[src/rtl/core/mid_pkg.sv]
`timescale 1ns / 1ps

package mid_pkg;

  // Fixed widths of the sample and event fields.
  localparam int SampleBits     = 16;
  localparam int WindowWidth    = 8;
  localparam int BoardWidth     = 3;
  localparam int PortWidth      = 5;
  localparam int CfgDataWidth   = 8;
  localparam int CfgIndexWidth  = 2;

  // Default port count and the cap on events reported for one sample.
  localparam int NumPortsDefault = 16;
  localparam int MaxEvents       = 16;

  // Reset values of the configuration registers.
  localparam logic [WindowWidth-1:0] WindowReset = 8'd4;
  localparam logic [BoardWidth-1:0]  BoardReset  = 3'd0;

  typedef logic [CfgIndexWidth-1:0] cfg_index_t;

  // Configuration register indexes.
  localparam cfg_index_t CFG_WINDOW   = 2'd0;
  localparam cfg_index_t CFG_BOARD_ID = 2'd1;

endpackage

[src/rtl/core/mid_front.sv]
`timescale 1ns / 1ps

module mid_front #(
  parameter int NUM_PORTS = mid_pkg::NumPortsDefault
) (
  input  logic                             clk,
  input  logic                             rst,
  input  logic                             accept,
  input  logic [mid_pkg::SampleBits-1:0]   raw_pins,
  input  logic [mid_pkg::WindowWidth-1:0]  window,
  output logic                             push,
  output logic [NUM_PORTS-1:0]             change_mask,
  output logic [NUM_PORTS-1:0]             level_vec
);

  logic [mid_pkg::WindowWidth-1:0] counters [NUM_PORTS];
  logic [NUM_PORTS-1:0]            levels;

  logic [mid_pkg::WindowWidth-1:0] counters_next [NUM_PORTS];
  logic [NUM_PORTS-1:0]            levels_next;

  for (genvar p = 0; p < NUM_PORTS; p++) begin : g_lane
    logic                          high;
    logic [mid_pkg::WindowWidth:0] stepped;

    // Ports past the sampled width idle high like an open pull-up.
    if (p < mid_pkg::SampleBits) begin : g_sampled
      assign high = raw_pins[p];
    end else begin : g_idle
      assign high = 1'b1;
    end

    always_comb begin
      if (high) begin
        stepped = (counters[p] == '0) ? '0 : {1'b0, counters[p]} - 1'b1;
      end else begin
        stepped = {1'b0, counters[p]} + 1'b1;
      end
      if (stepped > {1'b0, window}) begin
        counters_next[p] = window;
      end else begin
        counters_next[p] = stepped[mid_pkg::WindowWidth-1:0];
      end

      levels_next[p] = levels[p];
      if (!levels[p] && counters_next[p] == window) begin
        levels_next[p] = 1'b1;
      end else if (levels[p] && counters_next[p] == '0) begin
        levels_next[p] = 1'b0;
      end
    end

    assign change_mask[p] = levels_next[p] ^ levels[p];
  end

  assign level_vec = levels_next;
  assign push      = accept && (|change_mask);

  always_ff @(posedge clk) begin
    if (rst) begin
      for (int i = 0; i < NUM_PORTS; i++) begin
        counters[i] <= '0;
      end
      levels <= '0;
    end else if (accept) begin
      for (int i = 0; i < NUM_PORTS; i++) begin
        counters[i] <= counters_next[i];
      end
      levels <= levels_next;
    end
  end

endmodule

[src/rtl/core/mid_fifo.sv]
`timescale 1ns / 1ps

module mid_fifo #(
  parameter int WIDTH = 2 * mid_pkg::NumPortsDefault
) (
  input  logic             clk,
  input  logic             rst,
  input  logic             push,
  input  logic [WIDTH-1:0] push_data,
  output logic             not_full,
  input  logic             pop,
  output logic [WIDTH-1:0] pop_data,
  output logic             not_empty
);

  // Two entries: enough for the front to run a sample ahead of the back.
  logic [WIDTH-1:0] mem [2];
  logic             wr_ptr;
  logic             rd_ptr;
  logic [1:0]       fill;

  assign not_full  = (fill != 2'd2);
  assign not_empty = (fill != 2'd0);
  assign pop_data  = mem[rd_ptr];

  always_ff @(posedge clk) begin
    if (push) begin
      mem[wr_ptr] <= push_data;
    end
  end

  always_ff @(posedge clk) begin
    if (rst) begin
      wr_ptr <= 1'b0;
      rd_ptr <= 1'b0;
      fill   <= 2'd0;
    end else begin
      if (push) begin
        wr_ptr <= ~wr_ptr;
      end
      if (pop) begin
        rd_ptr <= ~rd_ptr;
      end
      if (push && !pop) begin
        fill <= fill + 2'd1;
      end else if (pop && !push) begin
        fill <= fill - 2'd1;
      end
    end
  end

endmodule

[src/rtl/core/mid_back.sv]
`timescale 1ns / 1ps

module mid_back #(
  parameter int NUM_PORTS = mid_pkg::NumPortsDefault
) (
  input  logic                             clk,
  input  logic                             rst,
  input  logic                             entry_valid,
  input  logic [NUM_PORTS-1:0]             entry_mask,
  input  logic [NUM_PORTS-1:0]             entry_levels,
  output logic                             entry_pop,
  input  logic [mid_pkg::BoardWidth-1:0]   board_id,
  output logic                             out_valid,
  input  logic                             out_ready,
  output logic [mid_pkg::BoardWidth-1:0]   board,
  output logic [mid_pkg::PortWidth-1:0]    port,
  output logic                             level,
  output logic                             last
);

  localparam int IdxWidth   = (NUM_PORTS > 1) ? $clog2(NUM_PORTS) : 1;
  localparam int CountWidth = $clog2(mid_pkg::MaxEvents);

  logic                  busy;
  logic [NUM_PORTS-1:0]  mask;
  logic [NUM_PORTS-1:0]  levels;
  logic [CountWidth-1:0] emitted;

  logic [IdxWidth-1:0]   idx;
  logic [NUM_PORTS-1:0]  mask_next;
  logic [6:0]            port_num;
  logic                  step;
  logic                  is_last;
  logic                  load;

  // Lowest pending port goes first.
  always_comb begin
    idx = '0;
    for (int i = NUM_PORTS - 1; i >= 0; i--) begin
      if (mask[i]) begin
        idx = IdxWidth'(i);
      end
    end
  end

  always_comb begin
    mask_next      = mask;
    mask_next[idx] = 1'b0;
  end

  assign port_num  = 7'(idx) + 7'd1;
  assign step      = busy && (!out_valid || out_ready);
  assign is_last   = (mask_next == '0) ||
                     (emitted == CountWidth'(mid_pkg::MaxEvents - 1));
  assign load      = entry_valid && (!busy || (step && is_last));
  assign entry_pop = load;

  always_ff @(posedge clk) begin
    if (rst) begin
      busy      <= 1'b0;
      out_valid <= 1'b0;
    end else begin
      if (load) begin
        busy <= 1'b1;
      end else if (step && is_last) begin
        busy <= 1'b0;
      end
      if (step) begin
        out_valid <= 1'b1;
      end else if (out_ready) begin
        out_valid <= 1'b0;
      end
    end
  end

  always_ff @(posedge clk) begin
    if (load) begin
      mask    <= entry_mask;
      levels  <= entry_levels;
      emitted <= '0;
    end else if (step) begin
      mask    <= mask_next;
      emitted <= emitted + 1'b1;
    end
    if (step) begin
      board <= board_id;
      port  <= port_num[mid_pkg::PortWidth-1:0];
      level <= levels[idx];
      last  <= is_last;
    end
  end

endmodule

[src/rtl/core/multi_input_integrator_debounce.sv]
`timescale 1ns / 1ps
// Change events pass from the queue through the scanner's mask register to the output register.
// Throughput: a sample word is accepted every cycle while the two-entry change queue has room;
// the event scanner delivers one event word per cycle while it holds a change set and the output is ready.
// Reset (rst, synchronous, active high) clears all counters and levels, empties the queue and
// the output, and sets window to 4 and board_id to 0.

module multi_input_integrator_debounce #(
  parameter int NUM_PORTS = mid_pkg::NumPortsDefault
) (
  input  logic                              clk,
  input  logic                              rst,
  // Configuration write port.
  input  logic                              cfg_wr_en,
  input  mid_pkg::cfg_index_t               cfg_index,
  input  logic [mid_pkg::CfgDataWidth-1:0]  cfg_data,
  // Sample input channel.
  input  logic                              in_valid,
  output logic                              in_ready,
  input  logic [mid_pkg::SampleBits-1:0]    raw_pins,
  // Change event output channel.
  output logic                              out_valid,
  input  logic                              out_ready,
  output logic [mid_pkg::BoardWidth-1:0]    board,
  output logic [mid_pkg::PortWidth-1:0]     port,
  output logic                              level,
  output logic                              last
);

  logic [mid_pkg::WindowWidth-1:0] window;
  logic [mid_pkg::BoardWidth-1:0]  board_id;

  logic                            accept;
  logic                            push;
  logic [NUM_PORTS-1:0]            change_mask;
  logic [NUM_PORTS-1:0]            level_vec;
  logic                            q_not_full;
  logic                            q_not_empty;
  logic                            q_pop;
  logic [2*NUM_PORTS-1:0]          q_data;

  // Configuration registers. Writes to an index past the list are dropped.
  always_ff @(posedge clk) begin
    if (rst) begin
      window   <= mid_pkg::WindowReset;
      board_id <= mid_pkg::BoardReset;
    end else if (cfg_wr_en) begin
      case (cfg_index)
        mid_pkg::CFG_WINDOW: begin
          window <= cfg_data[mid_pkg::WindowWidth-1:0];
        end
        mid_pkg::CFG_BOARD_ID: begin
          board_id <= cfg_data[mid_pkg::BoardWidth-1:0];
        end
        default: begin
        end
      endcase
    end
  end

  // The front end updates every integrator the cycle a word is accepted, so it only
  // waits when the queue toward the scanner is full.
  assign in_ready = q_not_full;
  assign accept   = in_valid && in_ready;

  mid_front #(
    .NUM_PORTS(NUM_PORTS)
  ) u_front (
    .clk        (clk),
    .rst        (rst),
    .accept     (accept),
    .raw_pins   (raw_pins),
    .window     (window),
    .push       (push),
    .change_mask(change_mask),
    .level_vec  (level_vec)
  );

  // Each queue entry holds the set of ports that changed and their new levels.
  // Quiet samples never enter the queue.
  mid_fifo #(
    .WIDTH(2 * NUM_PORTS)
  ) u_fifo (
    .clk      (clk),
    .rst      (rst),
    .push     (push),
    .push_data({change_mask, level_vec}),
    .not_full (q_not_full),
    .pop      (q_pop),
    .pop_data (q_data),
    .not_empty(q_not_empty)
  );

  // The back end walks the change set in ascending port order into the output register.
  mid_back #(
    .NUM_PORTS(NUM_PORTS)
  ) u_back (
    .clk         (clk),
    .rst         (rst),
    .entry_valid (q_not_empty),
    .entry_mask  (q_data[2*NUM_PORTS-1:NUM_PORTS]),
    .entry_levels(q_data[NUM_PORTS-1:0]),
    .entry_pop   (q_pop),
    .board_id    (board_id),
    .out_valid   (out_valid),
    .out_ready   (out_ready),
    .board       (board),
    .port        (port),
    .level       (level),
    .last        (last)
  );

endmodule

[config.mk]
export PLATFORM = sky130hd
export DESIGN_NAME = multi_input_integrator_debounce
export DESIGN_NICKNAME = d
export VERILOG_FILES = /design/src/rtl/core/mid_pkg.sv /design/src/rtl/core/mid_front.sv /design/src/rtl/core/mid_fifo.sv /design/src/rtl/core/mid_back.sv /design/src/rtl/core/multi_input_integrator_debounce.sv
export SDC_FILE = /design/constraint.sdc
export NUM_CORES = 1
export LEC_CHECK = 0
export ABC_CLOCK_PERIOD_IN_PS = 6300
export BUFFER_PORTS_ARGS = -buffer_cell sky130_fd_sc_hd__buf_2
export CORE_ASPECT_RATIO = 0.6
export CORE_UTILIZATION = 37
export CTS_BUF_LIST = sky130_fd_sc_hd__clkbuf_4
export CTS_CLUSTER_DIAMETER = 60
export DETAILED_ROUTE_END_ITERATION = 7
export PLACE_DENSITY_LB_ADDON = 0.12
export RECOVER_POWER = 100
export SETUP_SLACK_MARGIN = 0.02
export SLEW_MARGIN = 20
export SYNTH_ARGS = -nofsm -noshare
export SYNTH_HDL_FRONTEND = slang
export SYNTH_SLANG_ARGS = --single-unit
export TNS_END_PERCENT = 30
[constraint.sdc]
create_clock -name clk -period 6.3 [get_ports clk]
set_input_delay 0.315 -clock clk [delete_from_list [all_inputs] [get_ports clk]]
set_output_delay 0.315 -clock clk [all_outputs]
set_load 0.1 [all_outputs]
==> summary.md <==
| Metric | Value |
|---|---|
| Status | `complete, but fails checks` |
| Failing checks | `design-rule violations, max-capacitance violations, max-slew violations` |
| Post-DP HPWL | `54000 um` |
| Hold Crit Class | `in2reg` |
| PD cells | `504 nW/um2` |
| Synthesized Nets | `2957` |
| Layout cells sized above 1 | `10.6%` |
| Reg2reg path depth | `15` |
| Syn avg cell area | `8.60 um2` |
| Post-synth ARST share | `0%` |
| Initial antenna violation count | `2` |
| Critical Path RT | `6.74 ns` |
| Drt first-iter violations | `2214` |
| DRT Pass-1 Iters | `8` |
| First-pass GRT wire length | `122000 um` |
| Worst-Skew Late Latency | `0.84 ns` |
| Setup crit end kind | `flop` |
| Post-synth EDFFs | `234` |
| Final period utilization | `93.2%` |
| Port Buffers | `42` |
| Max-slew violations | `128` |
| Total gr overflow | `0` |
| Cell Area, Synth | `23700 um2` |
| Total CTS buffers | `78` |
| CTS tree | `done` |
| CP max FO | `18` |
| Via density | `6.02` |
| FP Rows | `71` |
| Syn Inst Count | `2760` |
| Worst Path Class, Setup | `reg2reg` |
| RSZ-0062 raised after global routing | `false` |
| Max Freq | `170 MHz` |
| Worst EP arrival | `6.31 ns` |
| Via Count | `22.4k` |
| Seq pwr share | `29.1%` |
| Area delta synth->final | `10.2%` |
| RR Startpoint | `u_back.mask[15]` |
| XOR/XNOR share of the synthesized area | `4.67%` |
| Hold Crit Depth | `5` |
| Non-filler instance count after layout | `3712` |
| Die width | `329 um` |
| Seq cells post-synth | `272` |
| Core area | `63100 um2` |
| Clock skew | `0.0596 ns` |
| Detail Route Antenna Nets | `0` |
| Combinational share of power | `57.4%` |
| Clock power share | `13.5%` |
| Post-synth top flop | `edfxtp_1` |
| Share of the synthesized area in the top cell type | `29.6%` |
| Register Area | `7790 um2` |
| Yosys warnings | `0` |
| Routed WL | `79300 um` |
| R2r endpoint | `u_back.mask[4]` |
| Slew HR | `-70.1%` |
| CTS clk-pin slew, worst paths | `0.07 ns` |
| Largest family of logic cells by synthesized area | `simple AND/OR/NAND/NOR gates` |
| # H-tree levels | `3` |
| Compound-Gate Fraction of Synth Area | `20.2%` |
| Fillcell total | `6324` |
| Worst slew pin tran | `2.55 ns` |
| Die area | `65200 um2` |
| RePlAce Congestion | `0.907` |
| Root buffer cell | `clkbuf_4` |
| Number of max-cap violations | `3` |
| Internal | `6.81 mW` |
| Lkg Pwr | `9.80 nW` |
| Simple-Gate Fraction of Synth Area | `24.9%` |
| Routed WL per cell | `21.4 um` |
| Post-synth cell types | `94` |
| Setup crit start kind | `flop` |
| Hold-critical path endpoint | `u_front.levels[6]` |
| # setup viols final | `0` |
| Post-route setup TNS | `0 ns` |
| Placed Cells | `3547` |
| Clock sink count | `272` |
| Peak supply drop | `0.153 mV` |
| Register area share after synthesis | `32.8%` |
| Vias in the first global route | `20.5k` |
| Switching pwr | `6.39 mW` |
| GRT Resource Usage Total | `24.2%` |
| Mux cell area share after synthesis | `4.10%` |
| Switching Fraction | `48.4%` |
| Synth area leader | `edfxtp_1` |
| HP Start | `in_valid` |
| Final Hold Fails | `0` |
| Initial Util | `37.6%` |
| Final Critical Period | `5.87 ns` |
| Area of the multi-input gates | `14900 um2` |
| Worst R2R Setup Slack | `0.43 ns` |
| DRC | `1` |
| Pin count of the biggest net entering global routing | `90` |
| Top post-synthesis cells by area | `edfxtp_1, ha_1, nor2_1, xnor2_1, a21oi_1` |
| Adder and majority cell fraction of the synthesized area | `8.75%` |
| Die height | `198 um` |
| Maximum root-to-sink buffer count | `3` |
| IO Count | `43` |
| Nets | `3009` |
[kinds of logic after synthesis]
group / count (synthesis)
adder cells (fa/ha/maj): 166
multiplexers: 94
AO/OA/AOI/OAI: 704
buffers and inverters: 287
flip-flops: 272
AND/OR/NAND/NOR: 1112
XOR/XNOR: 125
[repair_timing]
action | CTS | global route
setup buffers | 0 | 0
setup endpoints to repair | 0 | 1
hold endpoints to repair | 37 | 0
hold buffers | 23 | 0
gates resized for setup | 0 | 2
[placed cells by master, fill, tap and decap left out, drive strengths merged, types with 18 or more instances in the layout]
cell	count
a211oi	59
a21boi	18
a21o	52
a21oi	187
a31oi	19
and2	20
and3	24
buf	85
clkbuf	144
clkinv	25
dfxtp	38
dlygate4sd3	23
edfxtp	234
ha	166
inv	119
mux2	25
mux2i	69
nand2	160
nand2b	26
nand3	94
nand3b	20
nand4	50
nor2	349
nor2b	45
nor3	74
nor3b	24
nor4	44
o211ai	21
o21a	18
o21ai	96
o221ai	20
o22ai	25
o31ai	20
or2	19
or3	34
or4	35
xnor2	110
[metal layers]
layer / global-route usage (%) / part of all wire, % / up-vias
li1: - / - / 10600
met1: 35.9 / 49 / 10700
met2: 34.9 / 41 / 903
met3: 5.06 / 7.8 / 117
met4: 6.56 / 2.1 / 0
met5: 0 / 0 / -
[registers in the layout, summed over array words and instances, names as in the netlist, 2 cells and up, named ones only]
name              count
u_fifo.fill           2
u_fifo.mem           64
window                8
u_front.counters    128
u_front.levels       16
u_back.emitted        4
u_back.levels        16
u_back.mask          16
u_back.board          3
u_back.port           5
board_id              3
[cells in the mapped netlist (25+ instances only)]
cell      number
dfxtp_1       38
inv_1        114
a211oi_1      59
nand2_1      160
nor4_1        42
edfxtp_1     234
o22ai_1       25
or3_1         34
nor3_1        74
a21o_1        52
clkbuf_1     147
nand2b_1      26
mux2i_1       69
nand4_1       50
mux2_2        25
nor2_1       349
nand3_1       94
a21oi_1      186
xnor2_1      110
nor2b_1       45
ha_1         166
or4_1         33
o21ai_0       91
[power by group through the flow]
stage / Sequential (mW) / Combinational, mW / Clock [mW]
after floorplan: 3.54 / 5.70 / 0
after detailed placement: 3.83 / 7.54 / 0
after global routing: 3.95 / 8.42 / 1.92
after CTS: 3.80 / 7.60 / 1.84
after global placement: 3.82 / 7.43 / 0
final: 3.83 / 7.58 / 1.78
[final cells by class]
class,instances,share of cell area (%)
Inverter,118,1.69
Sequential cell,272,29.8
Tap cell,839,4.01
Antenna cell,1,0.00957
Clock inverter,29,0.670
Timing Repair Buffer,141,3.72
Multi-Input combinational cell,2201,56.9
Clock buffer,111,3.19
[per-stage QoR]
| stage | area (um2) | hold slack, ns | worst slack [ns] | power, mW | utilization, % |
|---|---|---|---|---|---|
| 3_3_place_gp | 25000 | 0.413 | 0.418 | 11.2 | 39.7 |
| 6_report | 26200 | 0.116 | 0.428 | 13.2 | 41.5 |
| 4_1_cts | 26300 | 0.0359 | 0.422 | 13.2 | 41.6 |
| 5_1_grt | 26200 | 0.0791 | 0.0445 | 14.3 | 41.5 |
| 2_1_floorplan | 23700 | 0.408 | 0.575 | 9.24 | - |
| 3_5_place_dp | 25000 | 0.419 | 0.489 | 11.4 | 39.7 |
[worst max-delay path by stage]
stage | end | slack [ns] | startpoint
after CTS | u_fifo.fill[1] | 0.42 | u_front.counters[0][120]
after global routing | u_fifo.fill[1] | 0.04 | u_front.counters[0][24]
final | u_back.mask[4] | 0.43 | u_back.mask[15]
after global placement | u_fifo.fill[1] | 0.42 | u_front.counters[0][0]
after detailed placement | u_fifo.fill[1] | 0.49 | u_front.counters[0][0]
after floorplan | u_fifo.mem[0][0] | 0.58 | u_front.counters[0][0]
[worst max-delay path: stages, from the launching register on]
cell and delay (ns):
edfxtp_1 0.43, o21ai_0 0.31, a211oi_1 0.15, nor3_1 0.16
nor3_1 0.07, o31ai_1 0.88, buf_4 0.34, ha_1 0.27
nand2_1 0.12, a221oi_1 0.48, nand4_1 0.16, o31ai_1 0.58
a21o_1 0.31, o21ai_2 0.27, o21ai_0 0.16, clkbuf_1 0.78
No activity file was read; power rests on OpenSTA's default activity.
